===== src/sv/grq_ram.sv =====
`timescale 1ns / 1ps
module grq_ram #(
  parameter int WIDTH = 8,
  parameter int DEPTH = 64
) (
  input  logic                     clk,
  input  logic                     we,
  input  logic [$clog2(DEPTH)-1:0] waddr,
  input  logic [WIDTH-1:0]         wdata,
  input  logic [$clog2(DEPTH)-1:0] raddr,
  output logic [WIDTH-1:0]         rdata
);

  logic [WIDTH-1:0] mem [DEPTH];

  // One write port, one read port with registered data.
  always_ff @(posedge clk) begin
    if (we) begin
      mem[waddr] <= wdata;
    end
    rdata <= mem[raddr];
  end

endmodule


===== config.mk =====
export PLATFORM = sky130hd
export DESIGN_NAME = grq_ram
export DESIGN_NICKNAME = d
export VERILOG_FILES = /design/src/sv/grq_ram.sv
export SDC_FILE = /design/constraint.sdc
export NUM_CORES = 1
export LEC_CHECK = 0
export ABC_AREA = 1
export CORE_MARGIN = 2
export CORE_UTILIZATION = 30
export CTS_CLUSTER_SIZE = 20
export DETAILED_ROUTE_END_ITERATION = 10
export DONT_BUFFER_PORTS = 1
export PLACE_DENSITY = 0.53
export SLEW_MARGIN = 5
export SYNTH_ARGS = -nofsm -noshare
export SYNTH_HDL_FRONTEND = slang
export SYNTH_SLANG_ARGS = --single-unit

===== constraint.sdc =====
create_clock -name clk -period 2.15 [get_ports clk]
set_clock_uncertainty 0.1 [all_clocks]
set_input_delay 0.43 -clock clk [delete_from_list [all_inputs] [get_ports clk]]
set_output_delay 0.43 -clock clk [all_outputs]
set_load 0.03 [all_outputs]

==> results.ini, run 1 <==
[detailed_routing]
drc = 0
viasPerCell = 4.83
dr.pass1.iters = 5
drt_iter0_drc = 1378
vias = 13700
drt-total-wl_um = 55200
wire_per_inst_um = 19.5
ant_nets = 0

[timing]
slew_headroom_pct = 60.9
worstMarginPinSlew_ps = 585
fmax_mhz = 506
finalSetupViolCount = 0
min_period_ps = 1980
fin_hold_ws_ps = 29.2
maxSlewViolCount = 0
fin_crit_sh_pct = 92.0
tns_ps = 0
rsz0062_at_grt = false
hold_viol_final = 0

[worst_setup_path]
worst_path_max_delay_cell = dlygate4sd3_1
cp_top_family = buffers and inverters
cp_cell_sequence = inv_6, buf_12, buf_4, nand2_1, nand3_1, nand3_1, nand2_1, nand2_1, nand3_1, nand3_1, dlygate4sd3_1, nand2_1
cp-start-kind = input pin
path_buf_inv = 4
end_kind = flip-flop
slowest_delay_ps = 560
critPathMaxFanout = 257
critPathRequiredTime_ps = 2580
arrival_ps = 2410
path_class = input pin to flip-flop

[synthesis]
syn_inst = 1805
synth_area_per_cell_um2 = 11.8
ys_seq_area_share_pct = 72.8
ys_ff_latch = 520
synth_fp_nets = 1827
yosys.area.top_type = edfxtp_1
syn_area_um2 = 21300
ys_warn_count = 0
yosysTopAreaCellShare_pct = 72.0
synth.area.top_cells = edfxtp_1 (72%), nand2_1 (11%), nand3_1 (10%)
yosysUniqueCellTypes = 16

[layout]
diodes = 0
final_common_cell = nand2_1
fin_util_pct = 34.8
area_growth_pct = 14.5
drive_gt1_share_pct = 9.60
nets = 1881
fin_cells = 2835
final_cell_mix = nand2_1 (648), edfxtp_1 (512), nand3_1 (439), buf_4 (90), nor2_1 (56)

[place]
numPortBuffers = 0
place_congestion = 0.800
hpwl_um = 30900
place_inst = 2735

[floorplanning]
die_w_um = 271
core_um2 = 70300
die_h_um = 271
ios = 30
initial_core_util_pct = 30.4
rows = 97
die_area_um2 = 73300

[power_and_ir_drop]
internal-power_mw = 16.3
p_sw_mw = 4.61
swShare_pct = 22.0
leakage_nw = 8.72
ir_drop_uv = 636
comb_power_share_pct = 5.5
power.density_nw_per_um2 = 857
pwr-share-seq_pct = 54.0
pwr-share-clk_pct = 40.5

[min_path]
hp-class = input pin to flip-flop

[clock_network]
cts_buffers = 51
cts_tree = yes
clock_sinks = 520
clock_path_buffers = 3
postCtsResizedCells = 0
clk_pin_slew_ps = 70
ctsRootBufferMaster = clkbuf_16
clk_latency_ps = 600
h-tree-depth = 2

[job]
drv_cap = 0

[global_route]
antenna_found_initial = 0
grt_max_degree = 258
grt_first_pass_wirelength_um = 83700
grt_overflow = 0
grtUsageTotal_pct = 15.0
grt_pass1_vias = 13500

[status]
status = finished, final reports clean

sequential cells by signal, summed over array words and instances, names as in the netlist:
| signal | cells |
|---|---|
| rdata | 8 |
| mem | 512 |
cell usage after synthesis:
cell type	count
inv_1	10
nand4_1	9
buf_1	10
edfxtp_1	512
dfxtp_1	8
buf_2	37
nand2_1	648
nand3_1	439
nor2_1	56
nor4_1	8
clkbuf_1	15
inv_2	1
buf_6	35
inv_6	1
buf_8	2
buf_4	14
repair_timing:
item	CTS	global route
hold endpoints to repair	519	0
hold buffers	11	0
buffers inserted	0	0
setup endpoints to repair	0	0
worst paths after layout:
check                  start       end  slack (ps)  cells past startpoint
setup reg to reg  mem[39][5]  rdata[5]         330                      9
hold / removal      raddr[4]  rdata[0]          30                      3
setup / recovery    raddr[0]  rdata[5]         170                     12
hold reg to reg   mem[58][3]  rdata[3]         750                      8
kinds of logic (layout without fill, tap and decap cells):
logic type,after synthesis,count (layout),synth area share [%]
and+or+nand+nor,1160,1160,23.2
DFF,520,520,72.8
buffers and inverters,125,215,4.02
layer usage:
layer  global-route usage, %  vias up  routed length (um)  share of wire (%)
met5                       0        -                   0                  0
li1                        -     6451                   -                  -
met3                    3.52       87                4430                8.0
met4                    4.59        0                1310                2.4
met2                    22.4      426               24100                 44
met1                    21.4     6718               25400                 46
power groups by stage:
stage	clock, mW	sequential [mW]	combinational, mW
floorplan	0	11.5	0.789
global placement	0	11.5	0.922
detailed placement	0	11.5	0.922
CTS	8.69	11.3	1.16
global route	9.05	11.3	1.28
finish	8.49	11.3	1.15
metrics by stage:
stage / cell area (um^2) / power, mW / setup WS, ps
floorplan: 21300 / 12.3 / -146
global placement: 22600 / 12.4 / 124
detailed placement: 22600 / 12.4 / 151
CTS: 24400 / 21.2 / 313
global route: 24400 / 21.6 / 172
finish: 24400 / 20.9 / 173
worst register-to-register path, stage by stage (launching register included):
cell	delay, ps
edfxtp_1	370
nand2_1	80
nand3_1	90
nand3_1	90
nand2_1	110
nand2_1	80
nand3_1	120
nand3_1	90
dlygate4sd3_1	550
nand2_1	50
final cells by class:
| class | instances | area (um^2) |
|---|---|---|
| fill | 6917 | 45800 |
| clock inverter | 25 | 191 |
| clock buffer | 64 | 1350 |
| multi-input combinational | 1160 | 4950 |
| timing repair buffer | 114 | 1190 |
| inverter | 12 | 52.6 |
| sequential | 520 | 15500 |
| tap | 940 | 1180 |
(Power assumes the default switching activity.)
==> inputs of run 2 (changes only) <==
==> constraint.sdc (replaced) <==
create_clock -name clk -period 2.15 [get_ports clk]
set_clock_uncertainty 0.1 [all_clocks]
set_input_delay 0.215 -clock clk [delete_from_list [all_inputs] [get_ports clk]]
set_output_delay 0.215 -clock clk [all_outputs]
set_load 0.03 [all_outputs]
==> run 2 against run 1 <==
  * Clock-buffer cell count up 9
  * Sequential cell count unchanged
  * Clock power up 3.3%
  * Via count up 1.2%
  * Sequential share of layout area down 0.44 points
  * Non-clock buffer count up 8
  * First-iteration DRC count down 9.1%
  * Wire length up 2.1%
  * Register-to-register slack worse by 70 ps
  * Critical path depth down 3
  * Largest cell class unchanged
  * Largest power group unchanged
==> results.ini, run 2 (synthesis gave the netlist of run 1 again) <==
[status]
status = finished, final reports clean

[timing]
fin_crit_sh_pct = 95.1  ; +3.2 points
fmax_mhz = 489  ; -3.3%
worstMarginPinSlew_ps = 760  ; +175 ps
rsz0062_at_grt = false
setup_slack_ps = 105  ; -67.8 ps
hold_viol_final = 0  ; unchanged
min_period_ps = 2050  ; +67.8 ps
maxSlewViolCount = 0  ; unchanged
tns_ps = 0  ; unchanged
finalSetupViolCount = 0  ; unchanged
slew_headroom_pct = 49.2  ; -12 points

[layout]
fin_cells = 2853  ; +0.63%
top_register = mem
final_common_cell = nand2_1
area_growth_pct = 15.3
drive_gt1_share_pct = 9.41  ; -0.19 points
fin_util_pct = 35.0  ; +0.24 points
final_cell_mix = nand2_1 (648), edfxtp_1 (512), nand3_1 (439), buf_4 (84), nor2_1 (56)
n_fill_cell = 6887  ; -0.43%
nets = 1891  ; +0.53%
top_regs = mem: 512 flops, rdata: 8 flops
largest_reg_flops = 512  ; unchanged

[clock_network]
clk_latency_ps = 610  ; about the same
cts_post_setup_buffers_inserted = 0  ; unchanged
ctsRootBufferMaster = clkbuf_16
h-tree-depth = 2  ; unchanged
clk_pin_slew_ps = 60  ; about the same
cts_tree = yes
hold_buffers = 29  ; +18
cts_buffers = 53  ; +3.9%
clock_path_buffers = 3  ; unchanged
postCtsResizedCells = 0  ; unchanged
clock_sinks = 520  ; unchanged

[worst_setup_path]
critPathMaxFanout = 27  ; -89%
arrival_ps = 2430  ; +20 ps
reg2reg_setup_slack_ps = 260  ; -70 ps
cp-start-kind = input pin
r2r-start = mem[63][7]
crit_path_end = rdata[2]
end_kind = flip-flop
timing.rr.end = rdata[7]
rr_worst_depth = 9  ; unchanged
critPathRequiredTime_ps = 2540  ; -40 ps
crit_start = raddr[3]
path_class = input pin to flip-flop

[place]
hpwl_um = 30700  ; -0.68%
place_inst = 2725  ; -0.37%
pre_cts_ws_ps = 172  ; +21.8 ps
numPortBuffers = 0  ; unchanged
place_congestion = 0.790  ; -1.2%

[power_and_ir_drop]
leakage_nw = 8.77  ; +0.63%
ir_drop_uv = 627  ; -1.4%
power.density_nw_per_um2 = 864  ; +0.81%
total_power_mw = 21.3  ; +1.5%

[detailed_routing]
viasPerCell = 4.86  ; +0.60%
drc = 0  ; unchanged
dr.pass1.iters = 7  ; +2
drt_iter0_drc = 1252  ; -9.1%
vias = 13900  ; +1.2%
wire_per_inst_um = 19.8  ; +1.5%
drt-total-wl_um = 56400  ; +2.1%
ant_nets = 0  ; unchanged

[floorplanning]
die_area_um2 = 73300  ; unchanged
rows = 97  ; unchanged
die_h_um = 271  ; unchanged
die_w_um = 271  ; unchanged
initial_core_util_pct = 30.4  ; unchanged
ios = 30  ; unchanged
core_um2 = 70300  ; unchanged

[global_route]
grt_max_degree = 258  ; unchanged
grt_pass1_vias = 13500  ; +0.54%
grt_first_pass_wirelength_um = 85200  ; +1.8%
grtUsageTotal_pct = 15.3  ; +0.39 points
antenna_found_initial = 1  ; +1
grt_overflow = 0  ; unchanged

[min_path]
hp-class = input pin to flip-flop

[job]
drv_cap = 0  ; unchanged

## run 2: stage by stage
step / cell area (um^2) / hold slack [ps]
after floorplan: 21300 / 214
after global placement: 22500 / 221
after detailed placement: 22500 / 221
after CTS: 24600 / 4.20
after global routing: 24600 / 49.1
final: 24600 / 44.2
## run 2: per-layer routing
layer	up-vias	share of wire, %	global-route usage (%)
met4	0	1.9	3.91
met3	75	7.7	3.78
met5	-	0	0
met2	418	45	23.3
li1	6486	-	-
met1	6873	46	21.9
## run 2: critical path, cell delays in order
cell           delay, ps
dlygate4sd3_1        660
buf_12               230
inv_1                170
buf_12               200
nand2_1               80
nand3_1              110
nand3_1              120
dlygate4sd3_1        550
nand2_1               60
## run 2: layout make-up
type	instances	area [um^2]	area share (%)
flip-flops and latches	520	15500	63.1
multi-input cells	1160	4950	20.1
clock buffers	73	1480	6.03
repair buffers	122	1250	5.09
well taps	940	1180	4.78
clock inverters	25	156	0.636
inverters	12	52.6	0.214
diodes	1	2.50	0.0102
## run 2: power by group
group	switching, mW	leakage (nW)	internal, mW	total [mW]
clock network	3.83	0.807	4.93	8.77
logic	0.822	3.29	0.375	1.20
registers	0.0864	4.67	11.2	11.3
total	4.74	8.77	16.5	21.3
## run 2: how the worst min path moves through the flow
stage               depth (start not counted)    endpoint  slack [ps]      from
finish                                      6    rdata[1]          40  raddr[2]
CTS                                         6    rdata[1]           4  raddr[2]
global route                                6    rdata[3]          50  raddr[2]
global placement                            0  mem[13][4]         220  wdata[4]
floorplan                                   0   mem[0][0]         210  wdata[0]
detailed placement                          0  mem[13][4]         220  wdata[4]
==> inputs of run 3 (changes only) <==
CORE_UTILIZATION = 55   (was 30)
PLACE_DENSITY = 0.81   (was 0.53)
==> run 3 against run 2 <==
  * Hold slack worse by 31 ps
  * Register-to-register slack got worse by 70 ps
  * Critical path depth increased by 2
  * Largest power group unchanged
  * Highest routed layer is now met5
==> results.ini, run 3 (synthesis gave the netlist of run 1 again) <==
[worst_setup_path]
slowest_delay_ps = 570  ; -90 ps
worst_path_max_delay_cell = dlygate4sd3_1
r2r-start = mem[53][7]
rr_worst_depth = 9  ; unchanged
timing.rr.end = rdata[7]
cp_top_family = buffers and inverters
cp-start-kind = input pin
path_buf_inv = 3  ; -2
path_class = input pin to flip-flop
crit_cells = 11  ; +2
cp_cell_sequence = inv_6, buf_12, nand2_1, nand3_1, nand3_1, nand2_1, nand2_1, nand3_1, nand3_1, dlygate4sd3_1, nand2_1
arrival_ps = 2440  ; about the same
end_kind = flip-flop
reg2reg_setup_slack_ps = 190  ; -70 ps
crit_start = raddr[0]
critPathMaxFanout = 257  ; +850%
crit_path_end = rdata[1]
critPathRequiredTime_ps = 2560  ; +20 ps

[clock_network]
h-tree-depth = 2  ; unchanged
cts_buffers = 49  ; -7.5%
cts_tree = yes
clock_sinks = 520  ; unchanged
clock_path_buffers = 3  ; unchanged
clk_latency_ps = 570  ; -40 ps
postCtsResizedCells = 0  ; unchanged
clk_pin_slew_ps = 60  ; about the same
ctsRootBufferMaster = clkbuf_16
hold_buffers = 28  ; -3.4%
cts_post_setup_buffers_inserted = 0  ; unchanged

[detailed_routing]
drt-total-wl_um = 53000  ; -6.0%
drt_iter0_drc = 1961  ; +57%
ant_nets = 0  ; unchanged
viasPerCell = 6.00  ; +24%
wire_per_inst_um = 21.9  ; +11%
vias = 14500  ; +4.9%
drc = 0  ; unchanged
dr.pass1.iters = 6  ; -1

[job]
drv_cap = 0  ; unchanged

[timing]
worstMarginPinSlew_ps = 848  ; +88.4 ps
finalSetupViolCount = 0  ; unchanged
tns_ps = 0  ; unchanged
fmax_mhz = 493  ; +0.93%
min_period_ps = 2030  ; -18.8 ps
maxSlewViolCount = 0  ; unchanged
rsz0062_at_grt = false
slew_headroom_pct = 43.3  ; -5.9 points
fin_crit_sh_pct = 94.2  ; -0.88 points
hold_viol_final = 0  ; unchanged

[global_route]
grtUsageMet2_pct = 42.9  ; +20 points
grtUsageTotal_pct = 26.4  ; +11 points
grtUsageMet3_pct = 5.47  ; +1.7 points
grt_overflow = 0  ; unchanged
grt_max_degree = 258  ; unchanged
grt_util_met1_pct = 35.3  ; +13 points
top_usage_layer = met2
grt_first_pass_wirelength_um = 81700  ; -4.2%
grt_pass1_vias = 14400  ; +6.4%
antenna_found_initial = 1  ; unchanged

[floorplanning]
rows = 72  ; -26%
die_w_um = 201  ; -26%
initial_core_util_pct = 55.5  ; +25 points
ios = 30  ; unchanged
core_um2 = 38500  ; -45%
die_area_um2 = 40400  ; -45%
die_h_um = 201  ; -26%

[place]
dpl_cell_area_um2 = 22000  ; -2.3%
place_congestion = 0.857  ; +8.4%
hpwl_um = 28700  ; -6.4%
numPortBuffers = 0  ; unchanged

[layout]
final_cell_mix = nand2_1 (648), edfxtp_1 (512), nand3_1 (439), buf_4 (88), nor2_1 (56)
top_register = mem
top_regs = mem: 512 flops, rdata: 8 flops
final_common_cell = nand2_1
nets = 1889  ; -0.11%
design_area_um2 = 23900  ; -2.8%
area_growth_pct = 12.1
drive_gt1_share_pct = 8.88  ; -0.54 points
largest_reg_flops = 512  ; unchanged
diodes = 0  ; -1

[power_and_ir_drop]
ir_drop_uv = 820  ; +31%
leakage_nw = 8.70  ; -0.79%
power.density_nw_per_um2 = 861  ; -0.44%

[min_path]
hp-class = input pin to flip-flop

[status]
status = finished, final reports clean

[run 3: cell types whose count changed in the layout (fill, tap and decap cells not counted), sizes merged]
| cell | previous run | this run |
|---|---|---|
| clkbuf | 73 | 65 |
| buf | 102 | 105 |
| clkinv | 22 | 19 |
| bufinv | 1 | 2 |
| clkinvlp | 1 | 0 |
| diode | 1 | 0 |
| dlygate4sd3 | 20 | 19 |
| inv | 13 | 14 |
[run 3: metrics by stage]
| step | std cells | worst slack, ps | util [%] | total power, mW | hold WS (ps) |
|---|---|---|---|---|---|
| after CTS | 2422 | 274 | 62.2 | 20.6 | 0.692 |
| after floorplan | 1805 | 68.9 | - | 12.3 | 214 |
| after global routing | 2422 | 164 | 62.2 | 21.1 | 37.6 |
| after global placement | 2306 | 390 | 57.2 | 12.4 | 219 |
| after detailed placement | 2306 | 326 | 57.2 | 12.4 | 217 |
| final | 2422 | 124 | 62.2 | 20.6 | 13.6 |
[run 3: area by class of cell]
cell class,instances,area [um^2]
inverters,12,52.6
multi-input cells,1160,4950
flip-flops and latches,520,15500
repair buffers,124,1250
clock buffers,65,1330
fillers,2764,14500
clock inverters,23,156
well taps,518,648
[run 3: report_power, final]
group	internal (mW)	leakage (nW)	switching, mW	total [mW]
logic	0.364	3.30	0.815	1.18
clock network	4.56	0.726	3.54	8.10
registers	11.2	4.67	0.0859	11.3
total	16.1	8.70	4.44	20.6
[run 3: worst min path at each step]
stage / from / endpoint / cells past startpoint / slack, ps
CTS: raddr[2] / rdata[3] / 6 / 0.7
floorplan: wdata[0] / mem[0][0] / 0 / 210
finish: raddr[2] / rdata[3] / 6 / 10
global placement: wdata[5] / mem[35][5] / 0 / 220
global route: raddr[2] / rdata[3] / 6 / 40
detailed placement: wdata[2] / mem[34][2] / 0 / 220
[run 3: worst min-delay path, cell delays in order]
cell	delay (ps)
nand3_1	80
nand2_1	70
nand2_1	50
nand3_1	70
nand3_1	70
nand2_1	80
[run 3: routing by layer]
layer	wire length [um]	vias to the layer above
met1	19100	6976
met5	13	-
met4	2060	2
li1	-	6468
met3	6330	151
met2	25500	933
